===== src/rtl/core/bpme_pkg.sv =====
// shared types and constants for the box point median extent block
`timescale 1ns / 1ps
`default_nettype none
package bpme_pkg;

    // configuration register indexes
    typedef enum logic [2:0] {
        CFG_BOX_LEFT   = 3'd0,
        CFG_BOX_TOP    = 3'd1,
        CFG_BOX_RIGHT  = 3'd2,
        CFG_BOX_BOTTOM = 3'd3,
        CFG_SPREAD     = 3'd4
    } cfg_idx_t;

    // rank computation steps
    typedef enum logic [1:0] {
        RANK_HI_XY = 2'd0,
        RANK_LO_XY = 2'd1,
        RANK_HI_Z  = 2'd2,
        RANK_LO_Z  = 2'd3
    } rank_sel_t;

    localparam int unsigned AXES      = 3;
    localparam int unsigned RANKS     = 3;
    localparam int unsigned K_MID     = 0;
    localparam int unsigned K_LO      = 1;
    localparam int unsigned K_HI      = 2;
    localparam logic [15:0] SIGN_BIAS = 16'h8000;
    localparam logic [17:0] HALF_FULL = 18'd65536;
    localparam logic [17:0] HALF_Z    = 18'd131072;

    // commands from controller to datapath
    typedef struct packed {
        logic      load;
        logic      capture;
        logic      rank_step;
        rank_sel_t rank_sel;
        logic      pass_clear;
        logic      read_en;
        logic      update;
        logic [3:0] bit_sel;
    } bpme_cmd_t;

    // status from datapath to controller
    typedef struct packed {
        logic n_zero;
        logic addr_last;
    } bpme_stat_t;

endpackage
`default_nettype wire


===== src/rtl/core/bpme_ctrl.sv =====
// controller sequencing load, rank setup and bitwise selection passes
`timescale 1ns / 1ps
`default_nettype none
module bpme_ctrl
    import bpme_pkg::*;
(
    input  wire logic       clk,
    input  wire logic       rst_n,
    input  wire logic       start,
    input  wire logic       frame_last,
    input  bpme_stat_t      stat,
    output bpme_cmd_t       cmd,
    output logic            busy,
    output logic            done
);
    typedef enum logic [2:0] {
        ST_IDLE,
        ST_RANK,
        ST_SCAN,
        ST_DRAIN,
        ST_UPDATE
    } state_t;

    state_t     state_reg;
    logic [1:0] step_reg;
    logic [3:0] bit_reg;
    logic       busy_reg;
    logic       done_reg;
    logic       accept;

    assign accept = start && !busy_reg;
    assign busy   = busy_reg;
    assign done   = done_reg;

    // command decode
    always_comb
    begin
        cmd            = '0;
        cmd.load       = accept;
        cmd.capture    = accept && frame_last;
        cmd.rank_step  = (state_reg == ST_RANK);
        cmd.rank_sel   = rank_sel_t'(step_reg);
        cmd.pass_clear = (state_reg == ST_RANK) || (state_reg == ST_UPDATE);
        cmd.read_en    = (state_reg == ST_SCAN);
        cmd.update     = (state_reg == ST_UPDATE);
        cmd.bit_sel    = bit_reg;
    end

    // state and registered outputs
    always_ff @(posedge clk or negedge rst_n)
    begin
        if (!rst_n)
        begin
            state_reg <= ST_IDLE;
            step_reg  <= '0;
            bit_reg   <= '0;
            busy_reg  <= 1'b0;
            done_reg  <= 1'b0;
        end
        else
        begin
            done_reg <= 1'b0;
            unique case (state_reg)
                ST_IDLE:
                begin
                    if (accept && frame_last)
                    begin
                        state_reg <= ST_RANK;
                        busy_reg  <= 1'b1;
                        step_reg  <= '0;
                        bit_reg   <= 4'd15;
                    end
                end
                ST_RANK:
                begin
                    if (stat.n_zero)
                    begin
                        state_reg <= ST_IDLE;
                        busy_reg  <= 1'b0;
                        done_reg  <= 1'b1;
                    end
                    else if (step_reg == 2'd3)
                    begin
                        state_reg <= ST_SCAN;
                    end
                    step_reg <= step_reg + 2'd1;
                end
                ST_SCAN:
                begin
                    if (stat.addr_last)
                    begin
                        state_reg <= ST_DRAIN;
                    end
                end
                ST_DRAIN:
                begin
                    state_reg <= ST_UPDATE;
                end
                ST_UPDATE:
                begin
                    if (bit_reg == 4'd0)
                    begin
                        state_reg <= ST_IDLE;
                        busy_reg  <= 1'b0;
                        done_reg  <= 1'b1;
                    end
                    else
                    begin
                        bit_reg   <= bit_reg - 4'd1;
                        state_reg <= ST_SCAN;
                    end
                end
                default:
                begin
                    state_reg <= ST_IDLE;
                end
            endcase
        end
    end
endmodule
`default_nettype wire


===== config.mk =====
export PLATFORM = sky130hd
export DESIGN_NAME = bpme_ctrl
export DESIGN_NICKNAME = d
export VERILOG_FILES = /design/src/rtl/core/bpme_pkg.sv /design/src/rtl/core/bpme_ctrl.sv
export SDC_FILE = /design/constraint.sdc
export NUM_CORES = 1
export LEC_CHECK = 0
export ABC_AREA = 1
export ABC_CLOCK_PERIOD_IN_PS = 1100
export BUFFER_PORTS_ARGS = -buffer_cell sky130_fd_sc_hd__buf_2
export CORE_UTILIZATION = 43
export DETAILED_ROUTE_END_ITERATION = 8
export GPL_ROUTABILITY_DRIVEN = 0
export HOLD_SLACK_MARGIN = 0.1
export MAX_ROUTING_LAYER = met4
export PLACE_DENSITY_LB_ADDON = 0.05
export SYNTH_ARGS = -nofsm -noshare
export SYNTH_HDL_FRONTEND = slang
export SYNTH_SLANG_ARGS = --single-unit

===== constraint.sdc =====
create_clock -name clk -period 1.1 [get_ports clk]
set_input_delay 0.11 -clock clk [delete_from_list [all_inputs] [get_ports clk]]
set_output_delay 0.11 -clock clk [all_outputs]
set_load 0.05 [all_outputs]

==> results.md, run 1 <==
CTS:
- The CTS root buffer is sky130_fd_sc_hd__clkbuf_4.
- The clock tree from TritonCTS is done.
- The clock-pin slew on the worst setup and hold paths is 0.07 ns.
- The total number of clock tree sinks is 11.
- In this run the number of H-tree levels came out at 1.
- The largest buffer count on any clock path is 2.
- The insertion delay to the later sink of the worst-skew pair is 0.28 ns.
- The number of buffers inserted during clock tree synthesis is 3.

Critical path:
- The element type at the critical path start is a register.
- The endpoint of the worst register-to-register path is bit_reg[0].
- The path type of the worst setup path is reg2out.
- In this run the register-to-register setup slack is -0.29 ns.
- STA classifies the critical path endpoint as an output port.
- The signal arrival time at the worst endpoint is 1.33 ns.
- The cell count of the worst reg-to-reg path is 8.
- The largest fanout of any net on the critical path is 4.
- The required time of the critical path is 0.99 ns.
- The startpoint identified for the worst register-to-register timing path is state_reg[0].

STA:
- The routed design could run at a clock period as short as 1.44 ns.
- The relative slew slack is 0.827.
- For the final routed database, the setup TNS stands at -3.20 ns.
- Setup repair after global routing could not meet its margin everywhere.
- Dividing the final minimum period by the clock period gives 1.31.
- Hold is met by 0.151 ns.
- Setup violations remaining at the end of the flow were counted as 16.
- The number of pins with negative max-slew slack in the final report was 0.
- Based on the critical path, the design can be clocked at up to 697 MHz.
- At the pin with the least slew margin, the transition time is 0.260 ns.
- The least setup slack across all paths after layout is -0.336 ns.
- The final-report hold violation count is 0.
- Clock skew on the completed layout was measured at 0.00660 ns.

Synth:
- The number of storage elements in the synthesis netlist is 11.
- Of the synthesized area, sequential elements account for 0.432.
- The post-synthesis cell type count is 20.
- The cell area that synthesis handed to floorplanning was 637 um^2.
- The number of warnings reported in the yosys synthesis log is 0.
- The number of nets produced by synthesis is 94.
- Synthesis produced a netlist whose cell count is 86.
- The mean area per synthesized cell is 7.41 um^2.

Run:
- Max-cap violations in this run came to 0.

Drt:
- The remaining routing DRC violations is 0.
- The number of detailed-route iterations in the first pass is 4.
- The per-cell via count in the routed design is 5.23.
- Once detail routing completed, the nets flagged for antenna violations numbered 0.
- The via count of the routed design is 780.
- The number of DRC violations after detailed-routing iteration 0 is 37.
- The average detailed-routed wire length per instance is 16.2 um.
- Wires add up to 2.41 mm.

Placement:
- The total of buffers placed on input and output ports is 19.
- The post-detailed-placement half-perimeter wirelength is 1.12 mm.
- The placed cell count is 132.

Worst hold path:
- The class of the worst hold path is in2reg.
- The endpoint of the worst hold-timing path is state_reg[1].
- The launch point of the worst hold path is stat[0].
- The cell depth of the worst min-delay path is 3.

Layout:
- After the flow finishes, the layout carries non-filler instances totaling 149.
- In the final layout, the share of cells above drive strength 1 is 0.619.
- The final design utilization is 0.907.
- The total number of nets in the final design is 143.
- Leaving out fill and tap cells, the most frequent cells in the layout are 18 x sky130_fd_sc_hd__buf_4, 17 x sky130_fd_sc_hd__nand2_1, 10 x sky130_fd_sc_hd__buf_2, 10 x sky130_fd_sc_hd__buf_6, 9 x sky130_fd_sc_hd__nor2_4.
- The filler cell count is 58.
- Leaving out fill and tap cells, the most frequent cell in the layout is sky130_fd_sc_hd__buf_4.
- The area growth from synthesis to layout is 90.0%.
- The register with the most flip-flops in the layout has 4 of them.
- The number of antenna diodes is 0.

Power:
- The analysis attributes to cell leakage a power of 0.628 nW.
- The total power after layout is 0.00390 W.
- The power density over the cells is 3220 nW/um^2.
- The worst vdd rail ir drop is 2390 uV.

Global route:
- met2 is the most crowded layer.
- The via count of the first global-routing pass is 703.
- In the global route stage, met3 resource usage came out at 0.111.
- The global routing met1 resource utilization is 0.279.
- Entering global routing, the biggest net connects 12 pins.
- The global-route wire length before repair is 2.88 mm.
- For this run, the total global-route usage over all layers was measured as 0.285.
- The initial antenna violation count is 0.
- In the global route stage, met2 resource usage came out at 0.504.
- The global route total overflow is 0.

Floorplan:
- The die extent in x is 40.5 um.
- The initial standard-cell utilization of the core is 0.477.
- The die covers 1640 um^2.
- The die is 40.5 um tall.
- The initialized floorplan defines 13 standard-cell rows.
- The top-level port count is 20.
- The total area inside the core boundary comes to 1330 um^2.

Outcome:
- The flow ran to the end, but the final reports show violations.
- The checks that failed: negative setup slack.
-- report_power, final --
group / total [W] / switching (W) / internal (W)
Combinational: 0.00285 / 0.00175 / 0.00111
Sequential: 0.000755 / 0.000162 / 0.000593
Clock: 0.000288 / 0.000153 / 0.000135
Total: 0.00390 / 0.00206 / 0.00183
-- per-stage QoR --
step / instance area, um^2 / setup WS (ns)
2_1_floorplan: 691 / -0.250
3_5_place_dp: 895 / -0.136
3_3_place_gp: 895 / -0.108
4_1_cts: 1170 / -0.302
6_report: 1210 / -0.336
5_1_grt: 1210 / -0.365
-- synth_stat cells --
master | n | area [um^2]
sky130_fd_sc_hd__nand2_1 | 23 | 86.3
sky130_fd_sc_hd__inv_1 | 12 | 45.0
sky130_fd_sc_hd__nor2_1 | 12 | 45.0
sky130_fd_sc_hd__dfrtp_1 | 11 | 275
sky130_fd_sc_hd__a21oi_1 | 3 | 15.0
sky130_fd_sc_hd__inv_2 | 3 | 11.3
sky130_fd_sc_hd__nor2_2 | 3 | 18.8
sky130_fd_sc_hd__o21ai_1 | 3 | 15.0
sky130_fd_sc_hd__ha_1 | 2 | 25.0
sky130_fd_sc_hd__nand3_2 | 2 | 20.0
sky130_fd_sc_hd__nand4_1 | 2 | 12.5
sky130_fd_sc_hd__o21ai_0 | 2 | 10.0
sky130_fd_sc_hd__a21boi_1 | 1 | 7.51
sky130_fd_sc_hd__buf_4 | 1 | 7.51
sky130_fd_sc_hd__nand3_1 | 1 | 5.00
sky130_fd_sc_hd__nand3b_1 | 1 | 7.51
sky130_fd_sc_hd__nor2_4 | 1 | 11.3
sky130_fd_sc_hd__nor3_1 | 1 | 5.00
sky130_fd_sc_hd__o211ai_1 | 1 | 7.51
sky130_fd_sc_hd__or2_0 | 1 | 6.26
-- critical path: stages (launching register included) --
cell                      delay [ns]
sky130_fd_sc_hd__dfrtp_2        0.45
sky130_fd_sc_hd__inv_2          0.09
sky130_fd_sc_hd__nand2_2        0.07
sky130_fd_sc_hd__nor2_4         0.17
sky130_fd_sc_hd__nor2_4         0.07
sky130_fd_sc_hd__inv_4          0.05
sky130_fd_sc_hd__buf_8          0.13
-- layer usage --
layer | wire [um] | share of wire
met4 | 34 | 0.014
met1 | 912 | 0.38
met2 | 1300 | 0.54
met3 | 162 | 0.067
met5 | 0 | 0
-- final cells by class --
cell class              count  area, um^2  area share
multi-input cells          59         410       0.339
repair buffers             45         403       0.333
flip-flops and latches     11         285       0.236
inverters                  15        65.1      0.0538
clock buffers               3        22.5      0.0186
well taps                  15        18.8      0.0155
clock inverters             1        5.00     0.00414
-- worst max-delay path by stage --
stage / startpoint / to / depth (start not counted)
after detailed placement: state_reg[0] / cmd[6] / 6
after CTS: state_reg[0] / cmd[6] / 5
after global routing: state_reg[1] / cmd[6] / 6
final: state_reg[0] / cmd[6] / 6
after floorplan: bit_reg[1] / bit_reg[1] / 7
after global placement: state_reg[0] / cmd[6] / 6
-- kinds of logic (layout without fill, tap and decap cells) --
family / Yosys count / after routing / synth area share
DFF: 11 / 11 / 0.432
buffers and inverters: 16 / 64 / 0.100
AOI/OAI and AO/OA: 10 / 10 / 0.0864
and+or+nand+nor: 47 / 47 / 0.342
adders and majority gates: 2 / 2 / 0.0393
-- what timing repair did --
item | in CTS | in global routing
gates resized for setup | 41 | 10
endpoints found under the hold margin | 11 | 0
pin swaps | 18 | 7
setup buffers | 11 | 1
hold buffers | 1 | 0
setup endpoints to repair | 18 | 19
Note: power is estimated with default switching activity, not from simulation.
==> run 2: changes to the inputs <==
Settings changed: CORE_MARGIN from default to 2, CORE_UTILIZATION 43 to 46, CTS_BUF_LIST from default to sky130_fd_sc_hd__clkbuf_4.
==> results.md, run 2 <==
Synth:
- The synthesized area is 637 um^2.
- The leading register cell type out of synthesis is sky130_fd_sc_hd__dfrtp_1.
- In the post-synthesis netlist, the cell with the most instances is sky130_fd_sc_hd__nand2_1.
- Of the post-synthesis cell area, the dominant cell type holds 0.432.
- The sequential-to-total area share from yosys stat is 0.432.
- The number of different library cells used by synthesis comes to 20.
- Counting flops with an async set or reset pin after synthesis yields a share of 1.00.
- The number of nets handed over by synthesis was 94.
- Ranked by total cell area, the synthesized netlist is headed by sky130_fd_sc_hd__dfrtp_1 43%, sky130_fd_sc_hd__nand2_1 14%, sky130_fd_sc_hd__inv_1 7.1%.
- The biggest area contributor in the post-synthesis netlist is sky130_fd_sc_hd__dfrtp_1.
- Yosys mapped a number of flops with a built-in enable equal to 0.
- The mean area per synthesized cell is 7.41 um^2.
- The number of storage elements in the synthesis netlist is 11.
- The number of warnings reported in the yosys synthesis log is 0.
- The gate count after technology mapping is 86.
- The commonest cells after synthesis are 23 x sky130_fd_sc_hd__nand2_1, 12 x sky130_fd_sc_hd__inv_1, 12 x sky130_fd_sc_hd__nor2_1, 11 x sky130_fd_sc_hd__dfrtp_1.

Outcome:
- The run stopped with a tool error.
- The stage where the run came to a stop is global routing (5_1_grt).
- The tool reported: "[ERROR DPL-0033] detailed placement checks failed during check placement".

Global route:
- The pin count of the biggest net entering global routing is 12.
- The initial antenna violation count is 0.

Floorplan:
- The die extent in x is 41.2 um.
- The top-level port count is 20.
- The overall die height is 41.2 um.
- The floorplan has 13 rows.
- The initial utilization of the core area, before any placement, comes to 0.489.

Placement:
- Summing all placed instances gives a cell area of 880 um^2.
- The total of buffers placed on input and output ports is 19.
- The HPWL after detailed placement is 1.16 mm.

CTS:
- The number of buffers inserted during clock tree synthesis is 3.
- The H-tree depth is 1.
- The CTS root buffer is sky130_fd_sc_hd__clkbuf_4.
- Clock tree synthesis found a total of 11 sinks.
- The largest buffer count on any clock path is 2.

STA:
- Once global-route timing repair stopped, the endpoint with the least setup slack was cmd[6].
- After the last repair the worst path ends at a primary output.
run 2: timing repair:
item                       4_1_cts
pin swaps                       12
hold buffers                     1
gates resized for setup         37
hold endpoints to repair        11
setup endpoints to repair       19
setup buffers                   12
run 2: kinds of logic after synthesis:
logic type / count (synthesis) / share of synthesized area
compound gates: 10 / 0.0864
fa+ha+maj: 2 / 0.0393
buf+inv: 16 / 0.100
flops: 11 / 0.432
simple gates: 47 / 0.342
run 2: through the flow:
| stage | setup WS, ns | hold WS, ns | instances | TNS, ns | utilization |
|---|---|---|---|---|---|
| after global placement | -0.0966 | -0.0110 | 130 | -0.822 | 0.676 |
| after detailed placement | -0.111 | -0.0117 | 130 | -0.966 | 0.676 |
| after floorplan | -0.250 | -0.186 | 86 | -2.11 | - |
| after CTS | -0.282 | 0.122 | 147 | -2.24 | 0.871 |
==> run 3: changes to the inputs <==
Settings changed: ABC_CLOCK_PERIOD_IN_PS 1100 to 1400, CORE_AREA from default to 2 2 63 65, CORE_MARGIN 2 to default, CORE_UTILIZATION 46 to default, CTS_BUF_LIST sky130_fd_sc_hd__clkbuf_4 to default, DIE_AREA from default to 0 0 65 67, HOLD_SLACK_MARGIN 0.1 to default, MAX_ROUTING_LAYER met4 to default, PLACE_DENSITY_LB_ADDON 0.05 to 0.15.
Clock period 1.1 ns to 1.4 ns, I/O delays scaled along.
==> results.md, run 3 (synthesis gave the netlist of run 1 again) <==
Outcome:
- The run finished, with violations left.
- The final reports fail on negative setup slack.

Floorplan:
- The die is 65 um wide.
- The core box area is 3610 um^2.
- The die area is 4360 um^2.
- The overall die height is 67 um.
- 20 I/O pins were placed.
- The initial standard-cell utilization of the core is 0.177.
- The floorplan has 22 rows.

Layout:
- The library cell used most frequently in the layout, excluding fill and tap cells, is sky130_fd_sc_hd__nand2_1.
- The filler cell count is 389.
- The share of layout cells above drive strength 1 is 0.448.
- The summed area of non-filler cells in the final layout is 986 um^2.
- In the layout the commonest cells are 21 x sky130_fd_sc_hd__nand2_1, 14 x sky130_fd_sc_hd__buf_2, 9 x sky130_fd_sc_hd__nor2_1, 9 x sky130_fd_sc_hd__buf_4, 8 x sky130_fd_sc_hd__inv_1.
- After the last flow step, the layout net total stands at 125.
- The relative area change from synthesis to final layout is 54.8%.
- The number of antenna diodes is 0.
- The number of flip-flops under the largest register name is 4.
- The final design utilization is 0.273.

Critical path:
- The beginning of the worst register-to-register path is bit_reg[0].
- Measured in cells, the most critical reg-to-reg path has a length of 9.
- The largest fanout of any net on the critical path is 5.
- The most frequent cell on the critical path is sky130_fd_sc_hd__inv_2.
- The signal on the critical path passes through inv_2, nand3_4, clkinvlp_4, nor2_4, inv_2, buf_8.
- On the critical path the largest part of the delay comes from buffers and inverters.
- Among all stages on the critical path, the largest delay is contributed by sky130_fd_sc_hd__dfrtp_1.
- The critical path contains buffers and inverters numbering 4 combined.
- The endpoint of the worst register-to-register path is busy.
- The kind of end point of the critical path is an output port.
- The reg-to-reg setup timing slack is 0.11 ns.
- The path type of the worst setup path is reg2out.
- Data arrives at the worst endpoint at 1.27 ns.
- STA puts the critical path data required time at 1.26 ns.
- The worst setup path is launched from a register.
- On the worst path, the slowest cell contributes a delay of 0.39 ns.

Drt:
- The residual antenna-violating net count after detailed routing is 0.
- The per-cell via count in the routed design is 3.93.
- For this block, the routed nets add up to 1.72 mm of wire.
- The number of detailed-route iterations in the first pass is 4.
- Summing over every cut layer, the via total after detailed routing is 645.
- For this run, design rule violations remaining after detail routing come to 0.
- For this block, the initial DRC count from the detailed router was 12.
- The average detailed-routed wire length per instance is 10.5 um.

Worst hold path:
- The launch point of the worst hold path is stat[0].
- The worst hold path was traced through 3 stages.
- For hold timing, the worst endpoint is state_reg[1].
- The worst hold path belongs to the class in2reg.

Placement:
- Detailed placement ended at an HPWL of 1.22 mm.
- In this run the cell area measured after placement is 797 um^2.
- The worst-case setup slack after placement is 0.0831 ns.
- The total of buffers placed on input and output ports is 19.

CTS:
- Clock latency on the worst-skew pair, taken at its later pin, is 0.25 ns.
- The CTS root buffer is sky130_fd_sc_hd__clkbuf_8.
- The largest buffer count on any clock path is 2.
- The clock tree from TritonCTS is done.
- Counting the buffers created by CTS gives 3.
- The clock-pin slew on the worst setup and hold paths is 0.05 ns.
- The clock drives 11 sinks.
- The H-tree depth is 1.

STA:
- The share of the cycle needed by the critical path after routing is 1.01.
- Setup violations remaining at the end of the flow were counted as 1.
- Subtracting the final worst setup slack from the clock period gives 1.41 ns.
- The transition time of the tightest slew-check pin is 0.272 ns.
- The relative slew slack is 0.818.
- The number of pins with negative max-slew slack in the final report is 0.
- The least setup slack across all paths after layout is -0.0125 ns.
- The final hold slack is 0.203 ns.
- The largest clock skew in the final design is 0.000639 ns.
- Setup repair after global routing could not meet its margin everywhere.
- The final-report hold violation count is 0.
- The peak clock frequency supported by timing is 708 MHz.

Power:
- Power spread over the standard cell area amounts to 2560 nW/um^2.
- The worst vdd rail ir drop is 557 uV.
- Summed over all cells, the static leakage comes to 0.503 nW.

Global route:
- In the global route stage, overall resource usage came out at 0.0812.
- The initial antenna violation count is 0.
- Entering global routing, the biggest net connects 12 pins.
- The via count of the first global-routing pass is 570.
- Global routing finished with a remaining overflow of 0.
- The global-route wire length before repair is 2.56 mm.

Run:
- Max-cap violations in this run came to 0.
run 3: metal layers:
layer	GRT usage	part of all wire	vias up
met5	0	0	-
met4	0.0718	0.034	0
met3	0.0220	0.050	5
met2	0.122	0.46	17
met1	0.0940	0.45	295
li1	-	-	328
run 3: worst register-to-register path: stages (launching register included):
cell                      delay (ns)
sky130_fd_sc_hd__dfrtp_2        0.42
sky130_fd_sc_hd__inv_4          0.07
sky130_fd_sc_hd__ha_2           0.18
sky130_fd_sc_hd__nand2_2        0.08
sky130_fd_sc_hd__nor2_4         0.10
sky130_fd_sc_hd__nor2_4         0.06
sky130_fd_sc_hd__nor2_1         0.09
sky130_fd_sc_hd__nand2_1        0.08
sky130_fd_sc_hd__nand2_1        0.06
sky130_fd_sc_hd__nand2_1        0.04
run 3: what timing repair did:
item | CTS | global route
hold buffers | 1 | 0
cloned | 0 | 0
resized for setup | 7 | 17
endpoints found under the hold margin | 11 | 0
setup endpoints to repair | 5 | 10
setup buffers | 2 | 5
pin swaps | 0 | 1
run 3: worst max path at each step:
stage                 startpoint          to  slack, ns  cells past startpoint
floorplan             bit_reg[0]  bit_reg[3]       0.01                      8
global placement      bit_reg[0]        busy       0.07                      9
detailed placement    bit_reg[0]        busy       0.08                      9
CTS                 state_reg[0]      cmd[4]      -0.04                      4
global route        state_reg[2]      cmd[6]      -0.07                      6
finish              state_reg[2]      cmd[6]      -0.01                      6
run 3: area by class of cell:
type / instances / area [um^2] / share of cell area
Multi-Input combinational cell: 59 / 350 / 0.355
Inverter: 15 / 65.1 / 0.0660
Clock buffer: 4 / 45.0 / 0.0457
Sequential cell: 11 / 280 / 0.284
Tap cell: 48 / 60.1 / 0.0609
Timing Repair Buffer: 27 / 185 / 0.188
run 3: where the power goes:
group          internal, W  switching (W)  total (W)
registers         0.000457       0.000138   0.000595
logic             0.000497        0.00109    0.00159
clock network     0.000201       0.000139   0.000341
run 3: per-stage QoR:
stage | setup TNS, ns | total power [W] | std cells
after floorplan | 0 | 0.00163 | 86
after global placement | 0 | 0.00193 | 152
after CTS | -0.0506 | 0.00235 | 159
after detailed placement | 0 | 0.00192 | 152
final | -0.0125 | 0.00252 | 164
after global routing | -0.131 | 0.00270 | 164
==> run 4: changes to the inputs <==
Settings changed: REMOVE_ABC_BUFFERS from default to 1.
==> results.md, run 4 (synthesis gave the netlist of run 1 again) <==
Layout:
- The relative area change from synthesis to final layout is 50.5%.
- The final design utilization is 0.266.
- For this run, the number of standard cells in the final layout without fillers is 166.
- Of the cells placed in the final design, the portion with a size suffix greater than 1 is 0.398.
- The total number of nets in the final design is 127.
- The register with the most flip-flops in the layout has 4 of them.
- 0 antenna diodes ended up in the layout.
- The library cell used most frequently in the layout, excluding fill and tap cells, is sky130_fd_sc_hd__nand2_1.
- The top cell types in the final layout, fill and taps aside, are 21 x sky130_fd_sc_hd__nand2_1, 15 x sky130_fd_sc_hd__buf_2.
- The summed area of non-filler cells in the final layout is 958 um^2.

STA:
- The share of the cycle needed by the critical path after routing is 1.00.
- The final setup violation count is 1.
- The shortest period the worst path allows is 1.40 ns.
- Final hold analysis gives a worst-case slack of 0.213 ns.
- Setup repair after global routing could not meet its margin everywhere.
- The peak clock frequency supported by timing is 714 MHz.
- The final-report hold violation count came to 0.
- The least setup slack across all paths after layout is -0.00115 ns.
- The aggregate negative setup slack is -0.00115 ns.
- The clock arrives with 0.00350 ns of skew.
- The transition time of the tightest slew-check pin is 0.278 ns.
- The worst pin sits at a relative slew slack of 0.815.
- The number of pins with negative max-slew slack in the final report is 0.

Critical path:
- The path type of the worst setup path is reg2out.
- For the worst setup path, the data required time is 1.26 ns.
- The signal arrival time at the worst endpoint is 1.26 ns.
- STA classifies the critical path startpoint as a register.
- Of all nets on the critical path, the largest fanout is 4.
- The kind of end point of the critical path is an output port.

CTS:
- Clock-pin slew was measured on the worst setup and hold paths at 0.05 ns.
- CTS built an H-tree with a depth of 1.
- The clock reaches the later pin of the worst-skew pair after 0.24 ns.
- The largest buffer count on any clock path is 2.
- Counting every sink on the clock net gives 11.
- TritonCTS built the clock tree.
- In this run the clock root is driven by a sky130_fd_sc_hd__clkbuf_8.
- The number of buffers inserted during clock tree synthesis is 3.

Drt:
- The number of DRC violations after detailed-routing iteration 0 is 10.
- After detailed routing, the average wire length per cell comes to 9.81 um.
- For this run, design rule violations remaining after detail routing come to 0.
- The highest signal layer in the routed design is met4.
- Before antenna repair, the detailed router went through 4 iterations.
- After detailed routing, the number of vias per cell comes to 3.84.
- The overall routed net length is 1.63 mm.
- The count of nets left with antenna violations once routing finished came out at 0.
- The met3 wirelength from detailed routing is 96 um.
- For this block, wires on met1 add up to 825 um.
- The via count of the routed design is 638.
- After detailed routing, the met2 layer carries 679 um of wire.

Outcome:
- The flow ran to the end, but the final reports show violations.
- The checks that failed: negative setup slack.

Power:
- The power density over the cells is 2530 nW/um^2.
- Across the VDD grid, the largest voltage drop is 670 uV.
- The static leakage is 0.516 nW.

Placement:
- Detailed placement ended at an HPWL of 1.27 mm.
- In this run, placement finished with an instance count of 154.
- The total of buffers placed on input and output ports is 19.
- Summing all placed instances gives a cell area of 800 um^2.

Global route:
- The via count of the first global-routing pass is 571.
- The first global-routing pass estimated 2.56 mm of wire.
- The total overflow left after global routing is 0.
- The initial antenna violation count is 0.
- The overall track demand over capacity in global routing is 0.0809.
- Entering global routing, the biggest net connects 12 pins.

Floorplan:
- The die covers 4360 um^2.
- The overall die height is 67 um.
- The initial utilization of the core area, before any placement, comes to 0.177.
- For this design the top-level I/O count stands at 20.
- In this run the standard cell core region covers 3610 um^2.
- The number of standard-cell rows in the floorplan is 22.
- The die extent in x is 65 um.

Run:
- The number of violations of the max-capacitance limit is 0.

Worst hold path:
- The class of the worst hold path is in2reg.
-- run 4: critical path, stage by stage, from the launching register on --
cell and delay, ns:
sky130_fd_sc_hd__dfrtp_2 0.44, sky130_fd_sc_hd__inv_2 0.10, sky130_fd_sc_hd__nand2_2 0.07, sky130_fd_sc_hd__nor2_4 0.13, sky130_fd_sc_hd__nor2_1 0.07, sky130_fd_sc_hd__inv_1 0.06, sky130_fd_sc_hd__buf_6 0.15
-- run 4: metrics by stage --
| stage | total power, W | setup slack (ns) |
|---|---|---|
| after floorplan | 0.00159 | -0.213 |
| after global placement | 0.00193 | 0.0935 |
| after detailed placement | 0.00193 | 0.0932 |
| after CTS | 0.00231 | -0.0362 |
| after global routing | 0.00260 | -0.0692 |
| final | 0.00243 | -0.00115 |
-- run 4: final timing paths --
kind	cells past startpoint	end	start	slack (ns)
min in group asynchronous	2	state_reg[2]	rst_n	0.31
worst max-delay path	6	cmd[6]	state_reg[0]	-0.001
worst max register to register	7	bit_reg[1]	state_reg[1]	0.08
worst min register to register	2	step_reg[1]	step_reg[1]	0.50
max in group asynchronous	2	state_reg[0]	rst_n	0.85
worst min-delay path	4	state_reg[0]	stat[1]	0.21
-- run 4: power breakdown --
group / switching [W] / internal [W]
Combinational: 0.00106 / 0.000475
Clock: 0.000118 / 0.000200
Sequential: 0.000120 / 0.000452
-- run 4: what timing repair did --
| item | CTS | global route |
|---|---|---|
| pin swaps | 0 | 3 |
| setup buffers | 0 | 7 |
| hold buffers | 1 | 0 |
| hold endpoints to repair | 11 | 0 |
| gates resized for setup | 5 | 12 |
| endpoints found under the setup margin | 4 | 9 |
-- run 4: layout make-up --
class,instances,area (um^2)
inverters,15,56.3
fillers,408,2650
flip-flops and latches,11,277
clock buffers,4,45.0
multi-input cells,59,330
well taps,48,60.1
repair buffers,29,190
-- run 4: layer usage --
layer,track usage,vias to the layer above
met5,0,-
met4,0.0559,0
met3,0.0236,2
met1,0.104,288
li1,-,330
met2,0.115,18
